==> src/rtl/i2cm_pkg.sv <==
`default_nettype none

package i2cm_pkg;

    localparam logic [1:0] OP_TICK  = 2'd0;
    localparam logic [1:0] OP_WRITE = 2'd1;
    localparam logic [1:0] OP_READ  = 2'd2;

    localparam logic [3:0] BITS_PER_BYTE = 4'd8;

    typedef struct packed {
        logic [1:0] operation;
        logic [6:0] dev_addr;
        logic [7:0] reg_index;
        logic [7:0] write_value;
        logic       sda_in;
    } t_req;

    typedef struct packed {
        logic       scl;
        logic       sda_out;
        logic       sda_drive;
        logic       busy_res;
        logic       done_res;
        logic [7:0] read_value;
    } t_res;

endpackage

`default_nettype wire

==> src/rtl/i2cm_if.sv <==
`default_nettype none

interface i2cm_req_if;
    logic            valid;
    logic            ready;
    i2cm_pkg::t_req  data;

    modport source (output valid, output data, input ready);
    modport sink   (input valid, input data, output ready);
endinterface

interface i2cm_res_if;
    logic            valid;
    logic            ready;
    i2cm_pkg::t_res  data;

    modport source (output valid, output data, input ready);
    modport sink   (input valid, input data, output ready);
endinterface

`default_nettype wire

==> src/rtl/i2cm_seq.sv <==
`default_nettype none

module i2cm_seq (
    input  wire logic           i_clk,
    input  wire logic           i_rst_n,
    input  wire logic           i_adv,
    input  wire i2cm_pkg::t_req i_req,
    output i2cm_pkg::t_res      o_res
);

    typedef enum logic [3:0] {
        PH_IDLE, PH_START, PH_WADDR, PH_WREG, PH_WDATA,
        PH_RSTART, PH_RADDR, PH_READ, PH_STOP
    } t_phase;

    t_phase      r_phase, n_phase;
    logic [1:0]  r_sub, n_sub;
    logic [3:0]  r_bits, n_bits;
    logic [7:0]  r_shift, n_shift;
    logic [6:0]  r_addr, n_addr;
    logic [7:0]  r_reg, n_reg;
    logic [7:0]  r_data, n_data;
    logic        r_rd, n_rd;
    logic [7:0]  r_rx, n_rx;
    logic        r_scl, n_scl;
    logic        r_sda, n_sda;
    logic        r_drv, n_drv;
    logic        n_drv_out;
    logic        n_busy;
    logic        n_done;
    logic        n_enter;
    t_phase      n_target;

    function automatic logic [7:0] load_shift(input t_phase ph, input logic [6:0] addr,
                                              input logic [7:0] rg, input logic [7:0] dat);
        logic [7:0] v;
        case (ph)
            PH_WADDR: v = {addr, 1'b0};
            PH_WREG:  v = rg;
            PH_WDATA: v = dat;
            PH_RADDR: v = {addr, 1'b1};
            default:  v = 8'd0;
        endcase
        return v;
    endfunction

    always_comb begin
        n_phase   = r_phase;
        n_sub     = r_sub;
        n_bits    = r_bits;
        n_shift   = r_shift;
        n_addr    = r_addr;
        n_reg     = r_reg;
        n_data    = r_data;
        n_rd      = r_rd;
        n_rx      = r_rx;
        n_scl     = r_scl;
        n_sda     = r_sda;
        n_drv     = r_drv;
        n_drv_out = r_drv;
        n_busy    = 1'b0;
        n_done    = 1'b0;
        n_enter   = 1'b0;
        n_target  = PH_IDLE;

        if (r_phase != PH_IDLE) begin
            n_busy = 1'b1;
            if (i_req.operation == i2cm_pkg::OP_TICK) begin
                case (r_phase)
                    PH_START, PH_RSTART: begin
                        case (r_sub)
                            2'd0: begin
                                n_sda = 1'b1;
                                n_scl = 1'b1;
                                n_sub = 2'd1;
                            end
                            2'd1: begin
                                n_sda = 1'b0;
                                n_sub = 2'd2;
                            end
                            default: begin
                                n_scl    = 1'b0;
                                n_enter  = 1'b1;
                                n_target = (r_phase == PH_START) ? PH_WADDR : PH_RADDR;
                            end
                        endcase
                    end
                    PH_WADDR, PH_WREG, PH_WDATA, PH_RADDR: begin
                        if (r_bits < i2cm_pkg::BITS_PER_BYTE) begin
                            case (r_sub)
                                2'd0: begin
                                    n_sda = r_shift[7];
                                    n_sub = 2'd1;
                                end
                                2'd1: begin
                                    n_scl = 1'b1;
                                    n_sub = 2'd2;
                                end
                                default: begin
                                    n_scl   = 1'b0;
                                    n_shift = {r_shift[6:0], 1'b0};
                                    n_bits  = r_bits + 4'd1;
                                    n_sub   = 2'd0;
                                end
                            endcase
                        end else begin
                            case (r_sub)
                                2'd0: begin
                                    n_drv     = 1'b0;
                                    n_drv_out = 1'b0;
                                    n_sub     = 2'd1;
                                end
                                2'd1: begin
                                    n_scl = 1'b1;
                                    n_sub = 2'd2;
                                end
                                default: begin
                                    n_scl   = 1'b0;
                                    n_drv   = 1'b1;
                                    n_enter = 1'b1;
                                    case (r_phase)
                                        PH_WADDR: n_target = PH_WREG;
                                        PH_WREG:  n_target = r_rd ? PH_RSTART : PH_WDATA;
                                        PH_WDATA: n_target = PH_STOP;
                                        default:  n_target = PH_READ;
                                    endcase
                                end
                            endcase
                        end
                    end
                    PH_READ: begin
                        if (r_bits < i2cm_pkg::BITS_PER_BYTE) begin
                            case (r_sub)
                                2'd0: begin
                                    n_drv     = 1'b0;
                                    n_drv_out = 1'b0;
                                    n_scl     = 1'b1;
                                    n_shift   = {r_shift[6:0], i_req.sda_in};
                                    n_sub     = 2'd1;
                                end
                                default: begin
                                    n_scl  = 1'b0;
                                    n_bits = r_bits + 4'd1;
                                    n_sub  = 2'd0;
                                    if (r_bits == i2cm_pkg::BITS_PER_BYTE - 4'd1) begin
                                        n_rx = r_shift;
                                    end
                                end
                            endcase
                        end else begin
                            case (r_sub)
                                2'd0: begin
                                    n_drv     = 1'b1;
                                    n_drv_out = 1'b1;
                                    n_sda     = 1'b1;
                                    n_sub     = 2'd1;
                                end
                                2'd1: begin
                                    n_scl = 1'b1;
                                    n_sub = 2'd2;
                                end
                                default: begin
                                    n_scl    = 1'b0;
                                    n_enter  = 1'b1;
                                    n_target = PH_STOP;
                                end
                            endcase
                        end
                    end
                    PH_STOP: begin
                        case (r_sub)
                            2'd0: begin
                                n_sda = 1'b0;
                                n_sub = 2'd1;
                            end
                            2'd1: begin
                                n_scl = 1'b1;
                                n_sub = 2'd2;
                            end
                            default: begin
                                n_sda    = 1'b1;
                                n_done   = 1'b1;
                                n_enter  = 1'b1;
                                n_target = PH_IDLE;
                            end
                        endcase
                    end
                    default: begin
                        n_enter  = 1'b1;
                        n_target = PH_IDLE;
                    end
                endcase
            end
        end else if (i_req.operation == i2cm_pkg::OP_WRITE ||
                     i_req.operation == i2cm_pkg::OP_READ) begin
            n_addr = i_req.dev_addr;
            n_reg  = i_req.reg_index;
            if (i_req.operation == i2cm_pkg::OP_WRITE) begin
                n_data = i_req.write_value;
            end
            n_rd     = (i_req.operation == i2cm_pkg::OP_READ);
            n_busy   = 1'b1;
            n_enter  = 1'b1;
            n_target = PH_START;
        end

        if (n_enter) begin
            n_phase = n_target;
            n_sub   = 2'd0;
            n_bits  = 4'd0;
            n_shift = load_shift(n_target, n_addr, n_reg, n_data);
        end
    end

    always_ff @(posedge i_clk) begin
        if (!i_rst_n) begin
            r_phase <= PH_IDLE;
            r_sub   <= 2'd0;
            r_bits  <= 4'd0;
            r_shift <= 8'd0;
            r_addr  <= 7'd0;
            r_reg   <= 8'd0;
            r_data  <= 8'd0;
            r_rd    <= 1'b0;
            r_rx    <= 8'd0;
            r_scl   <= 1'b1;
            r_sda   <= 1'b1;
            r_drv   <= 1'b1;
        end else if (i_adv) begin
            r_phase <= n_phase;
            r_sub   <= n_sub;
            r_bits  <= n_bits;
            r_shift <= n_shift;
            r_addr  <= n_addr;
            r_reg   <= n_reg;
            r_data  <= n_data;
            r_rd    <= n_rd;
            r_rx    <= n_rx;
            r_scl   <= n_scl;
            r_sda   <= n_sda;
            r_drv   <= n_drv;
        end
    end

    always_comb begin
        o_res.scl        = n_scl;
        o_res.sda_out    = n_sda;
        o_res.sda_drive  = n_drv_out;
        o_res.busy_res   = n_busy;
        o_res.done_res   = n_done;
        o_res.read_value = n_rx;
    end

endmodule

`default_nettype wire

==> src/rtl/i2cm_outbuf.sv <==
`default_nettype none

module i2cm_outbuf (
    input  wire logic           i_clk,
    input  wire logic           i_rst_n,
    input  wire logic           i_push,
    input  wire i2cm_pkg::t_res i_res,
    output logic                o_space,
    i2cm_res_if.source          o_out
);

    logic           r_main_valid;
    logic           r_skid_valid;
    i2cm_pkg::t_res r_main;
    i2cm_pkg::t_res r_skid;
    logic           w_pop;

    assign w_pop   = r_main_valid && o_out.ready;
    assign o_space = !r_skid_valid;

    always_ff @(posedge i_clk) begin
        if (!i_rst_n) begin
            r_main_valid <= 1'b0;
            r_skid_valid <= 1'b0;
        end else begin
            if (w_pop || !r_main_valid) begin
                if (r_skid_valid) begin
                    r_main       <= r_skid;
                    r_main_valid <= 1'b1;
                    r_skid_valid <= 1'b0;
                end else begin
                    r_main       <= i_res;
                    r_main_valid <= i_push;
                end
            end else if (i_push) begin
                r_skid       <= i_res;
                r_skid_valid <= 1'b1;
            end
        end
    end

    assign o_out.valid = r_main_valid;
    assign o_out.data  = r_main;

endmodule

`default_nettype wire

==> src/rtl/i2c_bitbang_register_master.sv <==
// Channel   Dir  Payload                                           Handshake
// i_req     in   operation dev_addr reg_index write_value sda_in   valid/ready
// o_res     out  scl sda_out sda_drive busy_res done_res read_value valid/ready
//
// One transaction in, one result out; one per clock while o_res accepts results.
// Path: input register, then sequencer step into the result buffer.
// The two-entry result buffer keeps input flowing after o_res stalls until it is full.
// Reset (synchronous, active low) leaves the bus idle: SCL and SDA high, SDA driven.
`default_nettype none

module i2c_bitbang_register_master (
    input  wire logic   i_clk,
    input  wire logic   i_rst_n,
    i2cm_req_if.sink    i_req,
    i2cm_res_if.source  o_res
);

    logic           r_in_valid;
    i2cm_pkg::t_req r_in;
    logic           w_space;
    logic           w_adv;
    i2cm_pkg::t_res w_res;

    assign w_adv       = r_in_valid && w_space;
    assign i_req.ready = !r_in_valid || w_adv;

    always_ff @(posedge i_clk) begin
        if (!i_rst_n) begin
            r_in_valid <= 1'b0;
        end else begin
            if (i_req.ready) begin
                r_in_valid <= i_req.valid;
            end
        end
    end

    always_ff @(posedge i_clk) begin
        if (i_req.valid && i_req.ready) begin
            r_in <= i_req.data;
        end
    end

    i2cm_seq u_seq (
        .i_clk   (i_clk),
        .i_rst_n (i_rst_n),
        .i_adv   (w_adv),
        .i_req   (r_in),
        .o_res   (w_res)
    );

    i2cm_outbuf u_outbuf (
        .i_clk   (i_clk),
        .i_rst_n (i_rst_n),
        .i_push  (w_adv),
        .i_res   (w_res),
        .o_space (w_space),
        .o_out   (o_res)
    );

    a_hold_when_full: assert property (@(posedge i_clk) disable iff (!i_rst_n)
        r_in_valid && !w_space |=> r_in_valid)
        else $error("held transaction dropped while result buffer full");

    a_no_overwrite: assert property (@(posedge i_clk) disable iff (!i_rst_n)
        i_req.valid && i_req.ready |-> !r_in_valid || w_adv)
        else $error("input register overwritten before it advanced");

    a_done_bus_free: assert property (@(posedge i_clk) disable iff (!i_rst_n)
        w_adv && w_res.done_res |-> w_res.busy_res && w_res.scl && w_res.sda_out)
        else $error("STOP did not end with both lines high");

    a_idle_bus: assert property (@(posedge i_clk) disable iff (!i_rst_n)
        w_adv && !w_res.busy_res |-> w_res.scl && w_res.sda_out && w_res.sda_drive)
        else $error("idle bus not released high");

endmodule

`default_nettype wire

==> src/flat_wrapper.sv <==
// flat-port wrapper written by rule: the top's interface ports become plain ports
module i2c_bitbang_register_master_flat 
  (i_clk, i_rst_n, i_req_valid, i_req_data, i_req_ready, o_res_valid, o_res_data, o_res_ready);
  i2cm_req_if i_req_i ();
  i2cm_res_if o_res_i ();
  input  wire logic i_clk;
  input  wire logic i_rst_n;
  input wire logic [$bits(i_req_i.valid)-1:0] i_req_valid;
  input wire logic [$bits(i_req_i.data)-1:0] i_req_data;
  output wire logic [$bits(i_req_i.ready)-1:0] i_req_ready;
  output wire logic [$bits(o_res_i.valid)-1:0] o_res_valid;
  output wire logic [$bits(o_res_i.data)-1:0] o_res_data;
  input wire logic [$bits(o_res_i.ready)-1:0] o_res_ready;
  assign i_req_i.valid = i_req_valid;
  assign i_req_i.data = i_req_data;
  assign i_req_ready = i_req_i.ready;
  assign o_res_valid = o_res_i.valid;
  assign o_res_data = o_res_i.data;
  assign o_res_i.ready = o_res_ready;
  i2c_bitbang_register_master u_core (.i_clk(i_clk), .i_rst_n(i_rst_n), .i_req(i_req_i), .o_res(o_res_i));
endmodule
==> config.mk <==
export PLATFORM = sky130hd
export DESIGN_NAME = i2c_bitbang_register_master_flat
export DESIGN_NICKNAME = d
export VERILOG_FILES = /design/src/rtl/i2cm_pkg.sv /design/src/rtl/i2cm_if.sv /design/src/rtl/i2cm_seq.sv /design/src/rtl/i2cm_outbuf.sv /design/src/rtl/i2c_bitbang_register_master.sv /design/src/flat_wrapper.sv
export SDC_FILE = /design/constraint.sdc
export NUM_CORES = 1
export LEC_CHECK = 0
export BUFFER_PORTS_ARGS = -buffer_cell sky130_fd_sc_hd__clkbuf_2
export CAP_MARGIN = 20
export CORE_UTILIZATION = 54
export CTS_CLUSTER_DIAMETER = 50
export CTS_CLUSTER_SIZE = 40
export DETAILED_ROUTE_END_ITERATION = 8
export GPL_TIMING_DRIVEN = 1
export PLACE_DENSITY = 0.76
export SYNTH_ARGS = -nofsm -noshare
export SYNTH_HDL_FRONTEND = slang
export SYNTH_SLANG_ARGS = --single-unit
==> constraint.sdc <==
create_clock -name i_clk -period 2.4 [get_ports i_clk]
set_input_delay 0.48 -clock i_clk [delete_from_list [all_inputs] [get_ports i_clk]]
set_output_delay 0.48 -clock i_clk [all_outputs]
set_load 0.02 [all_outputs]
Word level (Yosys, flattened, before mapping)

Cells that the tools add are included.

Register bits: 108
Input bits: 30
Output and inout bits: 15
Word-level logic and storage cells: 181

Add/sub/neg operators: 1
Order comparisons: 1
Equal/unequal tests: 23
Muxes and demuxes: 90
Bitwise gates (word level): 3
Reductions and logical operators: 31

Operators with widths:

| operator                                       | count |
|---|---|
| two-way mux 8 bit                              | 18 |
| two-way mux 4 bit                              | 13 |
| one-hot mux 8 bit (4 select lines)             | 1 |
| two-way mux 1 bit                              | 31 |
| == test 4 x 3 -> 1 bit (second input constant) | 7 |
| one-hot mux 4 bit (3 select lines)             | 2 |
| == test 4 x 2 -> 1 bit (second input constant) | 4 |
| one-hot mux 1 bit (2 select lines)             | 8 |
| one-hot mux 8 bit (2 select lines)             | 1 |
| AND reduction 8 bit                            | 2 |
| inequality test 3 bit (second input constant)  | 5 |
| two-way mux 7 bit                              | 2 |
| two-way mux 13 bit                             | 1 |
| two-way mux 2 bit                              | 5 |
| one-hot mux 1 bit (4 select lines)             | 2 |
| one-hot mux 2 bit (2 select lines)             | 2 |
| one-hot mux 4 bit (2 select lines)             | 1 |
| nonzero test 4 bit                             | 2 |
| two-way mux 3 bit                              | 2 |
| one-hot mux 2 bit (3 select lines)             | 1 |
| AND reduction 3 bit                            | 2 |
| AND reduction 6 bit                            | 1 |
| nonzero test 2 bit                             | 3 |
| OR reduction 2 bit                             | 3 |
| 18 further kinds                               | 30 |

Logic depth before layout (Yosys ltp)

Gate-level depths: netlist of run 1.

Depth after elaboration: 10
Mapped depth: 10
Depth with buffers taken out: 8

Modules after synthesis

From an unflattened synthesis of run 1, not the netlist that was laid out.

Cells, all modules: 493
Area total of the unflattened synthesis: 5195.0 um^2

By module, submodules not included:

| module                      | instances | cells each | area each (um^2) |
|---|---|---|---|
| i2cm_seq                    | 1         | 410        | 3278.1 |
| i2cm_outbuf                 | 1         | 51         | 1071.0 |
| i2c_bitbang_register_master | 1         | 32         | 845.8 |

Least setup slack after synthesis of run 1

No wires, ideal clock.

Path type: reg-to-reg
Start point: register u_core.u_seq.r_phase[1]
End point: register u_core.u_outbuf.r_main (netlist bit u_core.u_outbuf.o_out.data[0]), data pin
Library setup time: 0.260 ns
Arrival time: 1.949 ns
Required time: 2.140 ns
Path slack: 0.192 ns
Stages on the path, launching flop included: 7
Buffers on the path: 1
Path through: dfxtp_1 > buf_2 > and4b_1 > nand2b_1 > nor3_4 > mux2_2 > mux2_2

RTL lines:

| what                   | RTL line          | text |
|---|---|---|
| start, declared        | i2cm_seq.sv:16    | `t_phase r_phase, n_phase;` |
| start signal, assigned | i2cm_seq.sv:230   | `r_phase <= n_phase;` |
| end signal, assigned   | i2cm_outbuf.sv:28 | `r_main <= r_skid;` |
| end signal, assigned   | i2cm_outbuf.sv:32 | `r_main <= i_res;` |
| end, declared          | i2cm_outbuf.sv:14 | `i2cm_pkg::t_res r_main;` |

Worst setup path in the final report of run 1

Start point: register u_core.u_seq.r_phase[3]
End point: register u_core.u_seq.r_bits[0]

Longest elaborated chain between the ends: 7
Elaborated cells between the ends (all ways): 27

Ends and longest elaborated chain:

| what                                                               | RTL line        | text |
|---|---|---|
| == test 4 x 3 -> 1 bit (tied with other cells)                     | i2cm_seq.sv:69  | `case (r_phase)` |
| OR reduction 5 bit (no line) or OR reduction 3 bit (tied branches) | -               |  |
| one-hot mux 1 bit (2 select lines)                                 | i2cm_seq.sv:69  |  |
| two-way mux 1 bit                                                  | i2cm_seq.sv:68  | `if (i_req.operation == i2cm_pkg::OP_TICK) begin` |
| two-way mux 1 bit                                                  | i2cm_seq.sv:66  | `if (r_phase != PH_IDLE) begin` |
| inequality test 3 bit (no line) (tied with other cells)            | -               |  |
| AND reduction 8 bit (no line)                                      | -               |  |
| end signal, assigned                                               | i2cm_seq.sv:232 | `r_bits <= n_bits;` |
| end, declared                                                      | i2cm_seq.sv:18  | `logic [3:0] r_bits, n_bits;` |

Parallel ways exist; a longest one is shown, timed or not. The select of a mux whose other input is x is not followed.
A chain may end at the register's enable or synchronous reset.

==> reports/metrics.yaml, run 1 <==
async_reset_ff_frac: 0
tritoncts: "built"
postCtsHoldBufs: 0
grt_pass1_wl_um: 17700
drv_slew: 0
cts_htree_levels: 3
antenna_found_initial: 0
core-area_um2: 9200
gp_congestion: 0.931
post-route-min-period_ns: 2.27
die_area_um2: 9870
overflow: 0
clk_pin_slew_ns: 0.11
synth_nets: 517
cp-start-kind: "flip-flop"
start_util: 0.556
placementRows: 35
post-route-period-util: 0.945
cts_num_sinks: 108
routed-wl-met3_um: 452
top_layer: "met4"
cts_buffer_depth: 2
grt_usage: 0.228
synth_edf_count: 52
netlist_area_um2: 5120
synth_area_leaders: "edfxtp_1 (31%), dfxtp_1 (22%), mux2_2 (6.2%), nand2_1 (5.5%), mux2i_1 (3.5%)"
root_buffer: "clkbuf_8"
final_core_util: 0.641
firstDrtPassIters: 5
fin_cells: 666
cp.required_ns: 2.67
dp.cells: 649
powerDensity_nw_per_um2: 592
first_global_vias: 3651
wl_per_cell_um: 16.1
largest_register_ffs: 26
num_antenna_cells: 0
drv_cap: 0
postRouteAntennaNets: 0
yosys.area.top_type: "edfxtp_1"
drtIter0Drc: 198
area_growth_syn_to_layout_pct: 15.1
routed_wl_um: 10700
ioPinCount: 45
power.leakage_uw: 0.00224
status: "finished clean"
critPathKind: "flip-flop to flip-flop"
clock.fmax_ghz: 0.441
via_count: 3860
yosysUniqueCellTypes: 63
nets: 586
clk_latency_ns: 0.38
syn_inst: 481
dp_slack_ns: 0.0371
setup_viol: 0
final.setup.worst_slack_ns: 0.132
drive_gt1_frac: 0.272
wl_met1_um: 4840
hold_violations: 0
vias_per_cell: 5.80
dp_hpwl_um: 7600
worst_slew_pin_slew_ns: 0.511
yosys_warnings: 0
cp_data_arrival_time_ns: 2.54
synth_seq_area_share: 0.524
whs_ns: 0.264
endpoint_kind: "flip-flop"
drc: 0
fin_setup_tns_ns: 0
port_buffers: 44
rsz0062_at_grt: "no"
wl_met2_um: 5180
grt_max_degree: 51
critPathMaxFanout: 13
largest_register: "u_core.r_in"
die_h_um: 99.4
synth-main-ff-cell: "dfxtp_1"
numCtsBuffers: 9
max-vdd-ir-drop_uv: 445
ys_seq_elements: 108
syn_area_per_cell_um2: 10.6
finClkSkew_ns: 0.0156
hp-class: "input pin to flip-flop"
die_w_um: 99.4
synth_top_area_frac: 0.305
maxSlewHeadroom: 0.659
==> power by group <==
part,switching [µW],internal [µW]
registers,42.0,2000
logic,211,161
clock network,672,404
total,926,2560
==> worst max-delay path: stages (launching register included) <==
cell      delay, ns
dfxtp_2        0.41
buf_4          0.17
or4_1          0.45
and2_4         0.22
a311oi_4       0.27
a221o_1        0.30
buf_4          0.15
xor2_1         0.14
nor2_1         0.05
==> synth_stat cells (all sizes together) (7+ instances only) <==
cell / number
o21ai: 25
nor2b: 19
mux2: 28
a31oi: 14
buf: 9
clkbuf: 18
nand2b: 7
mux2i: 18
nand2: 75
inv: 12
a21boi: 25
o22a: 8
dfxtp: 56
edfxtp: 52
a21oi: 16
a22oi: 10
nor2: 19
==> routing by layer <==
layer | vias up | global-route usage
li1 | 1898 | -
met1 | 1826 | 0.301
met2 | 121 | 0.377
met3 | 15 | 0.0408
met4 | 0 | 0.0860
met5 | - | 0
==> metrics by stage <==
stage	total power, µW	instance area (µm²)
3_3_place_gp	2440	5660
5_1_grt	3620	5890
3_5_place_dp	2450	5660
4_1_cts	3510	5860
2_1_floorplan	2310	5120
6_report	3490	5890
==> timing repair <==
action                     CTS  global route
gates resized for setup      1            11
pin swaps                    0             1
setup endpoints to repair    4            23
setup buffers                0             1
==> logic make-up (layout without fill, tap and decap cells) <==
family,after synthesis,after routing,synth area share
mux,46,46,0.0968
xor+xnor,1,1,0.00171
compound gates,125,125,0.175
buf+inv,40,114,0.0342
fa+ha+maj,6,6,0.0147
simple gates,155,155,0.153
flops,108,108,0.524
==> worst paths after layout <==
path,from,endpoint,slack [ns],depth (start not counted)
max,u_core.u_seq.r_phase[3],u_core.u_seq.r_bits[0],0.13,8
min,i_req_data[14],u_core.r_in[14],0.26,1
max reg2reg,u_core.u_seq.r_phase[3],u_core.u_seq.r_bits[0],0.13,8
min reg2reg,u_core.u_seq.r_rx[7],u_core.u_seq.r_rx[7],0.46,2
==> cells in the final DEF (no fill, tap or decap), types with 3 or more instances in the layout <==
master	netlist	final
a21boi_0	23	23
a21oi_1	16	16
a22oi_1	10	9
a31oi_1	14	14
a32oi_1	3	3
and2_1	3	3
buf_4	3	40
clkbuf_2	0	44
clkbuf_8	0	9
dfxtp_1	56	51
dfxtp_2	0	5
edfxtp_1	52	52
ha_1	6	4
inv_1	11	11
mux2_2	28	28
mux2i_1	18	18
nand2_1	75	75
nand2b_1	7	7
nand3_1	6	6
nor2_1	19	17
nor2b_1	19	19
nor3b_1	3	3
o211ai_1	3	3
o21ai_0	24	24
o22a_1	8	8
==> cell type report <==
| class | count | area (µm²) |
|---|---|---|
| Tap cell | 111 | 139 |
| Multi-Input combinational cell | 333 | 2280 |
| Clock buffer | 9 | 124 |
| Timing Repair Buffer | 85 | 541 |
| Inverter | 13 | 48.8 |
| Clock inverter | 7 | 72.6 |
| Sequential cell | 108 | 2690 |
| Fill cell | 750 | 3310 |
No activity file was read; power rests on OpenSTA's default activity.
==> inputs of run 2 (changes only) <==
==> constraint.sdc (replaced) <==
create_clock -name i_clk -period 2.4 [get_ports i_clk]
set_input_delay 0.72 -clock i_clk [delete_from_list [all_inputs] [get_ports i_clk]]
set_output_delay 0.72 -clock i_clk [all_outputs]
set_load 0.02 [all_outputs]
==> reports/metrics.yaml, run 2 (synthesized netlist as in run 1, its figures left out) <==
fill_cells: 728  # was 750
drc: 0  # unchanged
numCtsBuffers: 9  # unchanged
overflow: 0  # unchanged
core-area_um2: 9200  # unchanged
gp_congestion: 0.919  # was 0.931
clk_latency_ns: 0.40  # was 0.38 ns
vias_per_cell: 5.89  # was 5.80
hp-class: "flip-flop to flip-flop"  # was input pin to flip-flop
antenna_found_initial: 0  # unchanged
critPathMaxFanout: 9  # was 13
nets: 585  # was 586
die_area_um2: 9870  # unchanged
final.setup.worst_slack_ns: 0.102  # was 0.132 ns
powerDensity_nw_per_um2: 600  # was 592 nW/µm²
placementRows: 35  # unchanged
ioPinCount: 45  # unchanged
power.clock.fraction: 0.316  # was 0.309
first_global_vias: 3625  # was 3651
largest_register_ffs: 26  # unchanged
area_growth_syn_to_layout_pct: 14.9  # was 15.1%
hold_violations: 0  # unchanged
multi_input_area_um2: 2270  # was 2280 µm²
die_w_um: 99.4  # unchanged
setup_viol: 0  # unchanged
max-vdd-ir-drop_uv: 344  # was 445 µV
grt_usage: 0.232  # was 0.228
grt_max_degree: 27  # was 51
status: "finished clean"  # unchanged
via_count: 3917  # was 3860
rsz0062_at_grt: "no"  # unchanged
cp.required_ns: 2.69  # was 2.67 ns
cts_buffer_depth: 2  # unchanged
pwr-share-comb: 0.106  # was 0.107
layout_commonest_cell: "nand2_1"  # unchanged
drv_slew: 0  # unchanged
postRouteAntennaNets: 0  # unchanged
tritoncts: "built"  # unchanged
fin_setup_tns_ns: 0  # unchanged
cp-start-kind: "flip-flop"  # unchanged
power.internal_uw: 2570  # was 2560 µW
cts_htree_levels: 3  # unchanged
firstDrtPassIters: 5  # unchanged
min_path_cells: 2  # was 1
worst_slew_pin_slew_ns: 0.579  # was 0.511 ns
dp.cells: 649  # unchanged
grt_pass1_wl_um: 17700  # about the same
critPathKind: "flip-flop to flip-flop"  # unchanged
root_buffer: "clkbuf_8"  # unchanged
cp_data_arrival_time_ns: 2.59  # was 2.54 ns
dp_slack_ns: 0.0655  # was 0.0371 ns
num_antenna_cells: 0  # unchanged
post-route-period-util: 0.958  # was 0.945
drv_cap: 0  # unchanged
maxSlewHeadroom: 0.610  # was 0.659
fin_cells: 665  # was 666
seqCellArea_um2: 2690  # about the same
clk_pin_slew_ns: 0.12  # was 0.11 ns
start_util: 0.556  # unchanged
clock.fmax_ghz: 0.435  # was 0.441 GHz
finalPower_uw: 3530  # was 3490 µW
postPlaceCellArea_um2: 5660  # unchanged
r2r_cells: 7  # was 8
finClkSkew_ns: 0.0174  # was 0.0156 ns
post_cts_buffers: 0  # unchanged
port_buffers: 44  # unchanged
drive_gt1_frac: 0.265  # was 0.272
wl_per_cell_um: 16.4  # was 16.1 µm
cts_num_sinks: 108  # unchanged
swShare: 0.272  # was 0.265
die_h_um: 99.4  # unchanged
power.leakage_uw: 0.00224  # about the same
routed_wl_um: 10900  # was 10700 µm
dp_hpwl_um: 7910  # was 7600 µm
final_area_um2: 5880  # was 5890 µm²
post-route-min-period_ns: 2.30  # was 2.27 ns
drtIter0Drc: 272  # was 198
endpoint_kind: "flip-flop"  # unchanged
most-common-layout-cells: "nand2_1 (75), dfxtp_1 (53), edfxtp_1 (52)"  # was nand2_1 (75), edfxtp_1 (52), dfxtp_1 (51)
p_switching_uw: 961  # was 926 µW
largest_register: "u_core.r_in"  # unchanged
seqPwrFrac: 0.578  # was 0.585
==> run 2: power by group through the flow <==
stage / Combinational [µW] / Sequential [µW] / Clock [µW]
after floorplan: 229 / 2080 / 0
after global placement: 364 / 2080 / 0
after detailed placement: 369 / 2080 / 0
after CTS: 370 / 2040 / 1140
after global routing: 405 / 2050 / 1210
final: 374 / 2040 / 1120
==> run 2: what timing repair did <==
action                     CTS  global route
resized for setup            0             8
setup endpoints to repair    0            14
hold buffers                 0             0
==> run 2: critical path: stages (launching register included) <==
cell and delay [ns]:
dfxtp_1 0.43, or4_1 0.62, and2_4 0.22, a311oi_4 0.29, a221o_1 0.26, buf_4 0.14
nor2_1 0.04, o21ba_2 0.18
==> run 2: area by class of cell <==
class / instances / share of cell area
flip-flops and latches: 108 / 0.457
multi-input cells: 333 / 0.386
clock inverters: 7 / 0.0132
inverters: 13 / 0.00830
repair buffers: 84 / 0.0906
well taps: 111 / 0.0236
clock buffers: 9 / 0.0211
==> run 2: layer usage <==
metal / GRT usage / vias to the layer above / part of all wire
met5: 0 / - / 0
met4: 0.112 / 0 / 0.028
met3: 0.0471 / 27 / 0.055
met2: 0.375 / 141 / 0.48
met1: 0.298 / 1856 / 0.44
li1: - / 1893 / -
==> run 2: worst paths after layout <==
kind                                 from  slack (ns)                      to
setup / recovery  u_core.u_seq.r_phase[0]        0.10  u_core.u_seq.r_bits[3]
hold / removal       u_core.u_seq.r_rx[5]        0.47    u_core.u_seq.r_rx[5]
setup reg to reg  u_core.u_seq.r_phase[0]        0.10  u_core.u_seq.r_bits[3]
hold reg to reg      u_core.u_seq.r_rx[5]        0.47    u_core.u_seq.r_rx[5]
==> run 2: through the flow <==
step / util / hold slack (ns)
after detailed placement: 0.616 / 0.452
after floorplan: - / 0.428
after CTS: 0.638 / 0.470
final: 0.639 / 0.467
after global placement: 0.616 / 0.434
after global routing: 0.639 / 0.477
